--- src/rtl/tlbpt_pkg.sv ---
`timescale 1ns / 1ps
// ----------------------------------------------------------------------------
// tlbpt_pkg
// Shared widths, sizes, interface structs and the page-number reduction
// function for the TLB page table translator.
// ----------------------------------------------------------------------------
package tlbpt_pkg;

  localparam int VA_W        = 16;
  localparam int OFF_W       = 8;
  localparam int FRAME_W     = 8;
  localparam int FREE_W      = 9;
  localparam int CNT_W       = 32;
  localparam int TLB_ENTRIES = 16;
  localparam int PAGE_COUNT  = 256;
  localparam int PAGE_W      = $clog2(PAGE_COUNT);
  localparam int TLB_IDX_W   = $clog2(TLB_ENTRIES);
  localparam int RED_W       = 16;

  typedef struct packed {
    logic               hit;
    logic [FRAME_W-1:0] frame;
  } tlbpt_hit_t;

  typedef struct packed {
    logic               en;
    logic [PAGE_W-1:0]  page;
    logic [FRAME_W-1:0] frame;
  } tlbpt_wr_t;

  typedef struct packed {
    logic               mapped;
    logic [FRAME_W-1:0] frame;
  } tlbpt_pte_t;

  // Reduce a raw page number modulo PAGE_COUNT by shifted compare-subtract.
  function automatic logic [PAGE_W-1:0] page_reduce(input logic [OFF_W-1:0] raw);
    logic [RED_W-1:0] rem;
    logic [RED_W-1:0] sub;
    rem = RED_W'(raw);
    for (int k = OFF_W - 1; k >= 0; k--) begin
      sub = RED_W'(PAGE_COUNT) << k;
      if (rem >= sub) begin
        rem = rem - sub;
      end
    end
    return rem[PAGE_W-1:0];
  endfunction

endpackage

--- src/rtl/tlb_page_table_translator_unit.sv ---
`timescale 1ns / 1ps
// ----------------------------------------------------------------------------
// tlb_page_table_translator_unit
// Virtual to physical address translator with a 16-entry TLB, FIFO refill,
// page table with on-demand frame allocation, and saturating counters.
// ----------------------------------------------------------------------------
// A new word is accepted only while busy is low. The cycle that accepts a word
// searches the TLB and reads the page table memory; the next cycle resolves
// hit, mapping or fault, writes the page table and the TLB back, and busy is
// high only during that cycle. The result strobe out_valid rises in the cycle
// after busy and lasts one cycle; the receiver cannot stall, so each result
// must be taken when out_valid is high. The registered read of the
// page table memory is why each word is resolved in the busy cycle.
// ----------------------------------------------------------------------------
module tlb_page_table_translator_unit import tlbpt_pkg::*; (
  input  logic               clk,
  input  logic               rst_n,
  input  logic               start,
  output logic               busy,
  input  logic [VA_W-1:0]    in_virtual_address,
  output logic               out_valid,
  output logic [VA_W-1:0]    out_physical_address,
  output logic [FRAME_W-1:0] out_frame_number,
  output logic               out_tlb_hit,
  output logic               out_page_fault,
  output logic [CNT_W-1:0]   out_hit_total,
  output logic [CNT_W-1:0]   out_fault_total,
  output logic [CNT_W-1:0]   out_translated_total
);

  typedef enum logic {
    ST_IDLE,
    ST_LOOKUP
  } state_t;

  state_t             state_r;
  logic               accept;
  logic [PAGE_W-1:0]  page_in;
  logic [PAGE_W-1:0]  page_r;
  logic [OFF_W-1:0]   offset_r;
  logic               hit_r;
  logic [FRAME_W-1:0] tlb_frame_r;
  logic [FREE_W-1:0]  next_free_r;
  logic [CNT_W-1:0]   hit_cnt_r;
  logic [CNT_W-1:0]   fault_cnt_r;
  logic [CNT_W-1:0]   xlat_cnt_r;
  logic               fault;
  logic [FRAME_W-1:0] frame;
  tlbpt_hit_t         lookup;
  tlbpt_pte_t         pte;
  tlbpt_wr_t          pt_wr;
  tlbpt_wr_t          tlb_fill;

  assign busy    = (state_r == ST_LOOKUP);
  assign accept  = start && !busy;
  assign page_in = page_reduce(in_virtual_address[VA_W-1:OFF_W]);

  tlbpt_tlb u_tlb (
    .clk         (clk),
    .rst_n       (rst_n),
    .lookup_page (page_in),
    .lookup      (lookup),
    .fill        (tlb_fill)
  );

  tlbpt_page_table u_page_table (
    .clk     (clk),
    .rst_n   (rst_n),
    .rd_en   (accept),
    .rd_page (page_in),
    .rd_data (pte),
    .wr      (pt_wr)
  );

  always_comb begin
    fault = !hit_r && !pte.mapped;
    if (hit_r) begin
      frame = tlb_frame_r;
    end else if (fault) begin
      frame = next_free_r[FRAME_W-1:0];
    end else begin
      frame = pte.frame;
    end
    pt_wr.en       = busy && fault;
    pt_wr.page     = page_r;
    pt_wr.frame    = frame;
    tlb_fill.en    = busy && !hit_r;
    tlb_fill.page  = page_r;
    tlb_fill.frame = frame;
  end

  // capture lookup on accept
  always_ff @(posedge clk) begin
    if (accept) begin
      page_r      <= page_in;
      offset_r    <= in_virtual_address[OFF_W-1:0];
      hit_r       <= lookup.hit;
      tlb_frame_r <= lookup.frame;
    end
  end

  always_ff @(posedge clk) begin
    if (!rst_n) begin
      state_r              <= ST_IDLE;
      out_valid            <= 1'b0;
      out_physical_address <= '0;
      out_frame_number     <= '0;
      out_tlb_hit          <= 1'b0;
      out_page_fault       <= 1'b0;
      next_free_r          <= '0;
      hit_cnt_r            <= '0;
      fault_cnt_r          <= '0;
      xlat_cnt_r           <= '0;
    end else begin
      out_valid <= 1'b0;
      case (state_r)
        ST_IDLE: begin
          if (accept) begin
            state_r <= ST_LOOKUP;
          end
        end
        ST_LOOKUP: begin
          state_r              <= ST_IDLE;
          out_valid            <= 1'b1;
          out_physical_address <= {frame, offset_r};
          out_frame_number     <= frame;
          out_tlb_hit          <= hit_r;
          out_page_fault       <= fault;
          if (hit_r && (hit_cnt_r != '1)) begin
            hit_cnt_r <= hit_cnt_r + 1'b1;
          end
          if (fault) begin
            next_free_r <= next_free_r + 1'b1;
            if (fault_cnt_r != '1) begin
              fault_cnt_r <= fault_cnt_r + 1'b1;
            end
          end
          if (xlat_cnt_r != '1) begin
            xlat_cnt_r <= xlat_cnt_r + 1'b1;
          end
        end
        default: begin
          state_r <= ST_IDLE;
        end
      endcase
    end
  end

  assign out_hit_total        = hit_cnt_r;
  assign out_fault_total      = fault_cnt_r;
  assign out_translated_total = xlat_cnt_r;

endmodule

--- src/rtl/tlbpt_tlb.sv ---
`timescale 1ns / 1ps
// ----------------------------------------------------------------------------
// tlbpt_tlb
// Fully associative TLB with parallel tag compare, per-slot valid bits and
// FIFO refill through a wrapping fill pointer.
// ----------------------------------------------------------------------------
module tlbpt_tlb import tlbpt_pkg::*; (
  input  logic              clk,
  input  logic              rst_n,
  input  logic [PAGE_W-1:0] lookup_page,
  output tlbpt_hit_t        lookup,
  input  tlbpt_wr_t         fill
);

  logic [PAGE_W-1:0]    tag_r   [TLB_ENTRIES];
  logic [FRAME_W-1:0]   frame_r [TLB_ENTRIES];
  logic [TLB_ENTRIES-1:0] valid_r;
  logic [TLB_IDX_W-1:0] fill_ptr_r;
  logic [TLB_IDX_W-1:0] fill_ptr_nxt;

  // lowest matching slot wins
  always_comb begin
    lookup.hit   = 1'b0;
    lookup.frame = '0;
    for (int i = TLB_ENTRIES - 1; i >= 0; i--) begin
      if (valid_r[i] && (tag_r[i] == lookup_page)) begin
        lookup.hit   = 1'b1;
        lookup.frame = frame_r[i];
      end
    end
  end

  assign fill_ptr_nxt = (fill_ptr_r == TLB_IDX_W'(TLB_ENTRIES - 1)) ?
                        '0 : fill_ptr_r + 1'b1;

  always_ff @(posedge clk) begin
    if (!rst_n) begin
      valid_r    <= '0;
      fill_ptr_r <= '0;
    end else if (fill.en) begin
      valid_r[fill_ptr_r] <= 1'b1;
      fill_ptr_r          <= fill_ptr_nxt;
    end
  end

  always_ff @(posedge clk) begin
    if (fill.en) begin
      tag_r[fill_ptr_r]   <= fill.page;
      frame_r[fill_ptr_r] <= fill.frame;
    end
  end

endmodule

--- src/rtl/tlbpt_page_table.sv ---
`timescale 1ns / 1ps
// ----------------------------------------------------------------------------
// tlbpt_page_table
// Page table: synchronous frame memory with a registered read and a
// mapped bit per page, cleared at reset.
// ----------------------------------------------------------------------------
module tlbpt_page_table import tlbpt_pkg::*; (
  input  logic              clk,
  input  logic              rst_n,
  input  logic              rd_en,
  input  logic [PAGE_W-1:0] rd_page,
  output tlbpt_pte_t        rd_data,
  input  tlbpt_wr_t         wr
);

  logic [FRAME_W-1:0]    frame_mem [PAGE_COUNT];
  logic [PAGE_COUNT-1:0] mapped_r;
  logic [FRAME_W-1:0]    rd_frame_r;
  logic                  rd_mapped_r;

  always_ff @(posedge clk) begin
    if (wr.en) begin
      frame_mem[wr.page] <= wr.frame;
    end
    if (rd_en) begin
      rd_frame_r <= frame_mem[rd_page];
    end
  end

  always_ff @(posedge clk) begin
    if (!rst_n) begin
      mapped_r <= '0;
    end else if (wr.en) begin
      mapped_r[wr.page] <= 1'b1;
    end
  end

  always_ff @(posedge clk) begin
    if (rd_en) begin
      rd_mapped_r <= mapped_r[rd_page];
    end
  end

  assign rd_data.mapped = rd_mapped_r;
  assign rd_data.frame  = rd_frame_r;

endmodule
--- config.mk ---
export PLATFORM = sky130hd
export DESIGN_NAME = tlb_page_table_translator_unit
export DESIGN_NICKNAME = d
export VERILOG_FILES = /design/src/rtl/tlbpt_pkg.sv /design/src/rtl/tlb_page_table_translator_unit.sv /design/src/rtl/tlbpt_tlb.sv /design/src/rtl/tlbpt_page_table.sv
export SDC_FILE = /design/constraint.sdc
export NUM_CORES = 2
export LEC_CHECK = 0
export BUFFER_PORTS_ARGS = -buffer_cell sky130_fd_sc_hd__clkbuf_2
export CAP_MARGIN = 20
export CORE_MARGIN = 2
export CORE_UTILIZATION = 30
export DETAILED_ROUTE_END_ITERATION = 8
export REMOVE_ABC_BUFFERS = 1
export SYNTH_ARGS = -nofsm -noshare
export SYNTH_HDL_FRONTEND = slang
export SYNTH_HIERARCHICAL = 1
export SYNTH_SLANG_ARGS = --single-unit
--- constraint.sdc ---
create_clock -name clk -period 21.7 [get_ports clk]
set_input_delay 3.255 -clock clk [delete_from_list [all_inputs] [get_ports clk]]
set_output_delay 3.255 -clock clk [all_outputs]
set_load 0.1 [all_outputs]
After elaboration in Yosys (flattened, before gate mapping)

Memories as Yosys holds them, arrays and structs flattened. A register that Yosys moved wholly into a read port is not among the register bits.
Index checks and enable logic that the tools add are counted.
W data, S select, Z words.

Flip-flop bits (word level): 435
Latch bits: 0
RAM bits: 2304
Bits in read-only memories: 0
Input bits: 19
Output and inout bits: 124
Logic and storage cells: 117
Memories kept: 3

Memories:

| name                   | words | width | read ports | clocked after memory_dff | wr ports | RTL line               | RTL |
|---|---|---|---|---|---|---|---|
| u_page_table.frame_mem | 256   | 8     | 1          | 1                        | 1        | tlbpt_page_table.sv:16 | `logic [FRAME_W-1:0] frame_mem [PAGE_COUNT];` |
| u_tlb.frame_r          | 16    | 8     | 16         | 0                        | 1        | tlbpt_tlb.sv:16        | `logic [FRAME_W-1:0] frame_r [TLB_ENTRIES];` |
| u_tlb.tag_r            | 16    | 8     | 16         | 0                        | 1        | tlbpt_tlb.sv:15        | `logic [PAGE_W-1:0] tag_r [TLB_ENTRIES];` |

$add $sub $neg: 5
Multipliers: 0
Div/mod/pow operators: 0
$lt $le $gt $ge: 5
Equal/unequal tests: 20
Shifts and indexed selects: 0
Mux-type cells: 32
Bitwise gates (word level): 3
Reduce and logical (&&, ||, !) cells: 31

Operator list:

| operator                | number |
|---|---|
| $or A256 B256 Y256      | 1 |
| $mux W8                 | 17 |
| $eq A8 B8 Y1            | 16 |
| $add A32 B1 Y32 const B | 3 |
| $ne A32 B32 Y1 const B  | 3 |
| $logic_and A1 B1 Y1     | 23 |
| $lt A8 B9 Y1 const B    | 2 |
| $or A16 B16 Y16         | 1 |
| $reduce_or A15 Y1       | 1 |
| $add A9 B1 Y9 const B   | 1 |
| $mux W1                 | 9 |
| $mux W9                 | 1 |
| $bmux W1 S8             | 1 |
| $demux W1 S8            | 1 |
| $ge A8 B1 Y1 const B    | 1 |
| $reduce_and A2 Y1       | 3 |
| $lt A4 B5 Y1 const B    | 1 |
| $add A4 B1 Y4 const B   | 1 |
| $demux W1 S4            | 1 |
| $eq A4 B4 Y1 const B    | 1 |
| $ge A4 B1 Y1 const B    | 1 |
| $mux W4                 | 1 |
| $logic_not A1 Y1        | 3 |
| $reduce_and A3 Y1       | 1 |
| other kinds (2)         | 2 |

Longest topological paths before layout

An unclocked memory read counts as a cell.

Depth after elaboration: 19
Depth in mapped cells: 11
Mapped depth without buffers: 8

Modules after synthesis

The synthesis kept the hierarchy.

By module, submodules not included:

| module                         | instances | cells each | area each (µm²) | sequential area each (µm²) |
|---|---|---|---|---|
| tlbpt_page_table               | 1         | 4507       | 88886.5         | 66894.2 |
| tlbpt_tlb                      | 1         | 757        | 11471.0         | 8087.8 |
| tlb_page_table_translator_unit | 1         | 749        | 6877.8          | 3233.1 |

Worst setup path after synthesis

OpenSTA, ideal clock, no wires.

Path type: register to register
Start: register u_page_table.rd_mapped_r
End: memory u_page_table.frame_mem[0][0], data pin
Setup time: 2.321 ns
Arrival time: 11.307 ns
Required time: 19.379 ns
Slack: 8.072 ns
Stages on the path, launching flop included: 5
Path buffers: 2
Period minus slack after synthesis: 13.628 ns
Cell sequence: edfxtp_1 -> buf_4 -> buf_6 -> mux2i_1 -> o21ai_0

Cells in the longest elaborated chain, start to end: 4

RTL lines:

| item                   | RTL line                             | RTL |
|---|---|---|
| from (decl)            | tlbpt_page_table.sv:19               | `logic rd_mapped_r;` |
| from (signal assigned) | tlbpt_page_table.sv:40               | `rd_mapped_r <= mapped_r[rd_page];` |
| $logic_not A1 Y1       | tlb_page_table_translator_unit.sv:76 | `fault = !hit_r && !pte.mapped;` |
| $logic_and A1 B1 Y1    | tlb_page_table_translator_unit.sv:76 |  |
| $mux W8                | tlb_page_table_translator_unit.sv:79 | `end else if (fault) begin` |
| $mux W8                | tlb_page_table_translator_unit.sv:77 | `if (hit_r) begin` |
| net frame[0]           | tlb_page_table_translator_unit.sv:48 | `logic [FRAME_W-1:0] frame;` |
| to (decl)              | tlbpt_page_table.sv:16               |  |

The timed path passes the listed nets, and every way through them passes these cells.

==> metrics.txt <==
status=finished, final reports clean; Post-Syn Area=0.107 sq mm; largest net degree at the start of global routing=193; Syn. warnings=6; FILL cells=33300; Worst Skew=~0.11 ns; postcts setup bufs=0; slew margin rel.=20.9%; Fin Hold WS=0.456 ns; Initial DRC Count=6221; Critical Path End=u_page_table/rd_frame_r[3]$_DFFE_PP_; number of library cell types mapped by synthesis=88; # DRC=0; Most used DFF post-synth=edfxtp_1; vias in the first global route=~57000; die area=0.362 sq mm; clock sink count=roughly 2700; I/O pin total=143; placed cell areas=0.113 sq mm; Bufs on Longest Clock Path=4; Initial Util=30.1%; hold buffer count at CTS=0; Layout Cells excl Fill=11200; Reg2Reg Depth=7; WL per Instance=24.8 um; core area=0.356 sq mm; RSZ-0062 raised after global routing=no; Max Cap Viol=0; Routed WL=roughly 280000 um; worst r2r src=busy$_SDFF_PP0_; worst hold path class=reg -> reg; Crit Path Max Fanout=60; CP startpoint kind=input pin; Num CTS Buffers=289; DP HPWL=169000 um; Final Hold Violating Endpoints=0; Via density=5.18; CTS tree=done; Clock power frac=between 40% and 50%; final core occ=between 30% and 40%; synthesized instance count=6013; overall die height=602 um; Worst Tran Pin Value=1.19 ns; Final Net Count=6233; fraction of layout cells with a size suffix above 1=between 10% and 20%; vias=58000; worst-skew pair later-pin latency=0.89 ns; Cell Pwr Density=just over 90 mW/mm^2; Post-CTS Resized=0; Reg clk slew, reported paths=0.06 ns; routability cong.=0.837; GR Util All Layers=14.8%; Setup TNS=0 ns; Seq pwr share=51.4%; CP Capture Type=flop; antenna violations before repair=4; sw frac=around 22%; RR Endpoint=u_page_table/frame_mem[93][2]$_DFFE_PP_; post-synthesis async set-or-reset flop share=0%; leakage dissipation=38.4 nW; Routed Antenna Nets=0; Synth Area per Inst=between 15 and 20 sq um; fmax=between 0.1 and 0.15 GHz; port bufs=142; Inst Count DP=10700; First-pass DRT Iterations=6; Max Slew Vio Count=0; H-tree levels=5; synthesized flop and latch total=~2700; Finished Cell Area=0.122 sq mm; Post-synth EDFFs=2338; post-synthesis sequential area ratio=72.9%; die boundary width=around 600 um; part of the power in combinational logic=4.8%; final critical-path required period=7.78 ns; period utilisation layout=35.9%; R2R Setup Slk=17.15 ns; first-pass GRT wire length=402000 um; GR Overflow Total=0; switching power=2.44 mW; Final Setup Violations=0; Setup CP Type=in -> reg; Pint=approximately 9 mW; Req. time, crit path=22.27 ns; Worst VDD drop=0.0583 mV; CP arrival=8.36 ns; Area Overhead vs Synth=14.2%; standard-cell rows=219; worst setup path start=in_virtual_address[8]; CTS Root Cell=clkbuf_16
## final cells by class
class	instances	area, sq um	share of cell area, %
diodes	1	2.50	0.00204
flip-flops and latches	2738	78200	63.9
well taps	4751	5940	4.85
multi-input cells	2884	27000	22.0
clock inverters	129	1440	1.18
repair buffers	270	1860	1.52
clock buffers	392	7980	6.51
inverters	23	88.8	0.0725
## registers in the layout, indices dropped and copies added (netlist names)
name	count
out_tlb_hit	1
page_r	8
hit_r	1
offset_r	8
out_hit_total	32
u_page_table/mapped_r	256
u_page_table/rd_frame_r	8
u_tlb/fill_ptr_r	4
u_tlb/valid_r	16
tlb_frame_r	8
busy	1
out_page_fault	1
u_page_table/rd_mapped_r	1
out_translated_total	32
out_fault_total	32
out_physical_address	16
next_free_r	8
u_page_table/frame_mem	2048
u_tlb/frame_r	128
u_tlb/tag_r	128
out_valid	1
## kinds of logic after synthesis
kind of cell             count (synthesis)  synth area share, %
AO/OA/AOI/OAI                          981                 6.41
XOR/XNOR                               152                 1.25
adder cells (fa/ha/maj)                  8               0.0933
buffers and inverters                  391                 2.12
flip-flops                            2738                 72.9
multiplexers                           712                 12.2
AND/OR/NAND/NOR                       1031                 4.95
## layer usage
layer,vias to the layer above,track usage (%),wire [um]
met5,-,0,13
met2,2410,24.3,133000
li1,24600,-,-
met1,30600,19.8,114000
met4,2,4.23,7660
met3,386,3.18,22900
## metrics by stage
stage,setup WS [ns],power (mW)
floorplan,8.07,6.21
global placement,12.98,6.41
detailed placement,13.00,6.42
CTS,13.89,11.3
global route,13.77,11.5
finish,13.92,11.2
## worst max-delay path, cell delays in order
cell and delay, ns:
buf_8 0.48, buf_4 0.64, buf_4 0.59, buf_4 0.63
mux4_2 0.62, a22o_1 0.26, a221oi_1 0.56, o32ai_1 0.16
nor3_1 0.63, buf_4 0.23, nor4_2 0.04
## worst min-delay path by stage
stage / to / depth (start not counted) / startpoint
after floorplan: u_page_table/mapped_r[102]$_SDFFE_PN0P_ / 1 / u_page_table/mapped_r[102]$_SDFFE_PN0P_
after global routing: u_page_table/mapped_r[222]$_SDFFE_PN0P_ / 1 / u_page_table/mapped_r[222]$_SDFFE_PN0P_
after global placement: u_page_table/mapped_r[22]$_SDFFE_PN0P_ / 1 / u_page_table/mapped_r[22]$_SDFFE_PN0P_
after CTS: u_page_table/mapped_r[78]$_SDFFE_PN0P_ / 1 / u_page_table/mapped_r[78]$_SDFFE_PN0P_
final: u_page_table/mapped_r[78]$_SDFFE_PN0P_ / 1 / u_page_table/mapped_r[78]$_SDFFE_PN0P_
after detailed placement: u_page_table/mapped_r[214]$_SDFFE_PN0P_ / 1 / u_page_table/mapped_r[214]$_SDFFE_PN0P_
## power groups by stage
| stage | Clock [mW] | Combinational (mW) | Sequential (mW) |
|---|---|---|---|
| CTS | 5.01 | 0.540 | 5.77 |
| global route | 5.21 | 0.568 | 5.77 |
| detailed placement | 0 | 0.539 | 5.88 |
| global placement | 0 | 0.526 | 5.88 |
| finish | 4.92 | 0.538 | 5.77 |
| floorplan | 0 | 0.235 | 5.98 |
## cell usage after synthesis (all sizes together), types with 4 or more instances
cell	n	area [sq um]
edfxtp	2338	70200
mux4	479	10800
dfxtp	400	8010
nor2	381	1440
o21a	277	2080
mux2i	233	2330
a21oi	190	951
clkbuf	187	703
buf	181	1480
a22oi	165	1240
nand2	137	517
xnor2	125	1100
nand3	103	515
nand4	72	457
o22ai	64	400
nor3	55	344
nor4	54	455
o21ai	51	255
o221ai	41	359
or3	41	257
or4	41	308
o31ai	40	310
and2	30	188
nor2b	27	171
xor2	27	236
a211oi	24	180
a221oi	24	210
and3	23	144
inv	22	82.6
o211ai	22	170
nand2b	19	119
a22o	18	158
nor3b	10	85.1
or2	10	62.6
and4	9	78.8
a21o	8	60.1
a311oi	8	70.1
ha	8	100
a31oi	7	43.8
o22a	7	61.3
nand3b	6	45.0
a222oi	5	50.1
a21boi	4	30.0
and3b	4	35.0
o32ai	4	35.0
## layout by cell type, fill, tap and decap left out, types with 64 or more instances in the layout
cell / instances
nand4_1: 71
a21oi_1: 190
dfxtp_1: 399
mux4_2: 479
o22ai_1: 64
buf_4: 113
clkbuf_16: 292
nand3_1: 100
xnor2_1: 124
o21a_1: 277
a22oi_1: 165
clkbuf_1: 69
nor2_1: 377
clkbuf_2: 137
edfxtp_1: 2338
nand2_1: 135
mux2i_1: 233
Note: power is estimated with default switching activity, not from simulation.
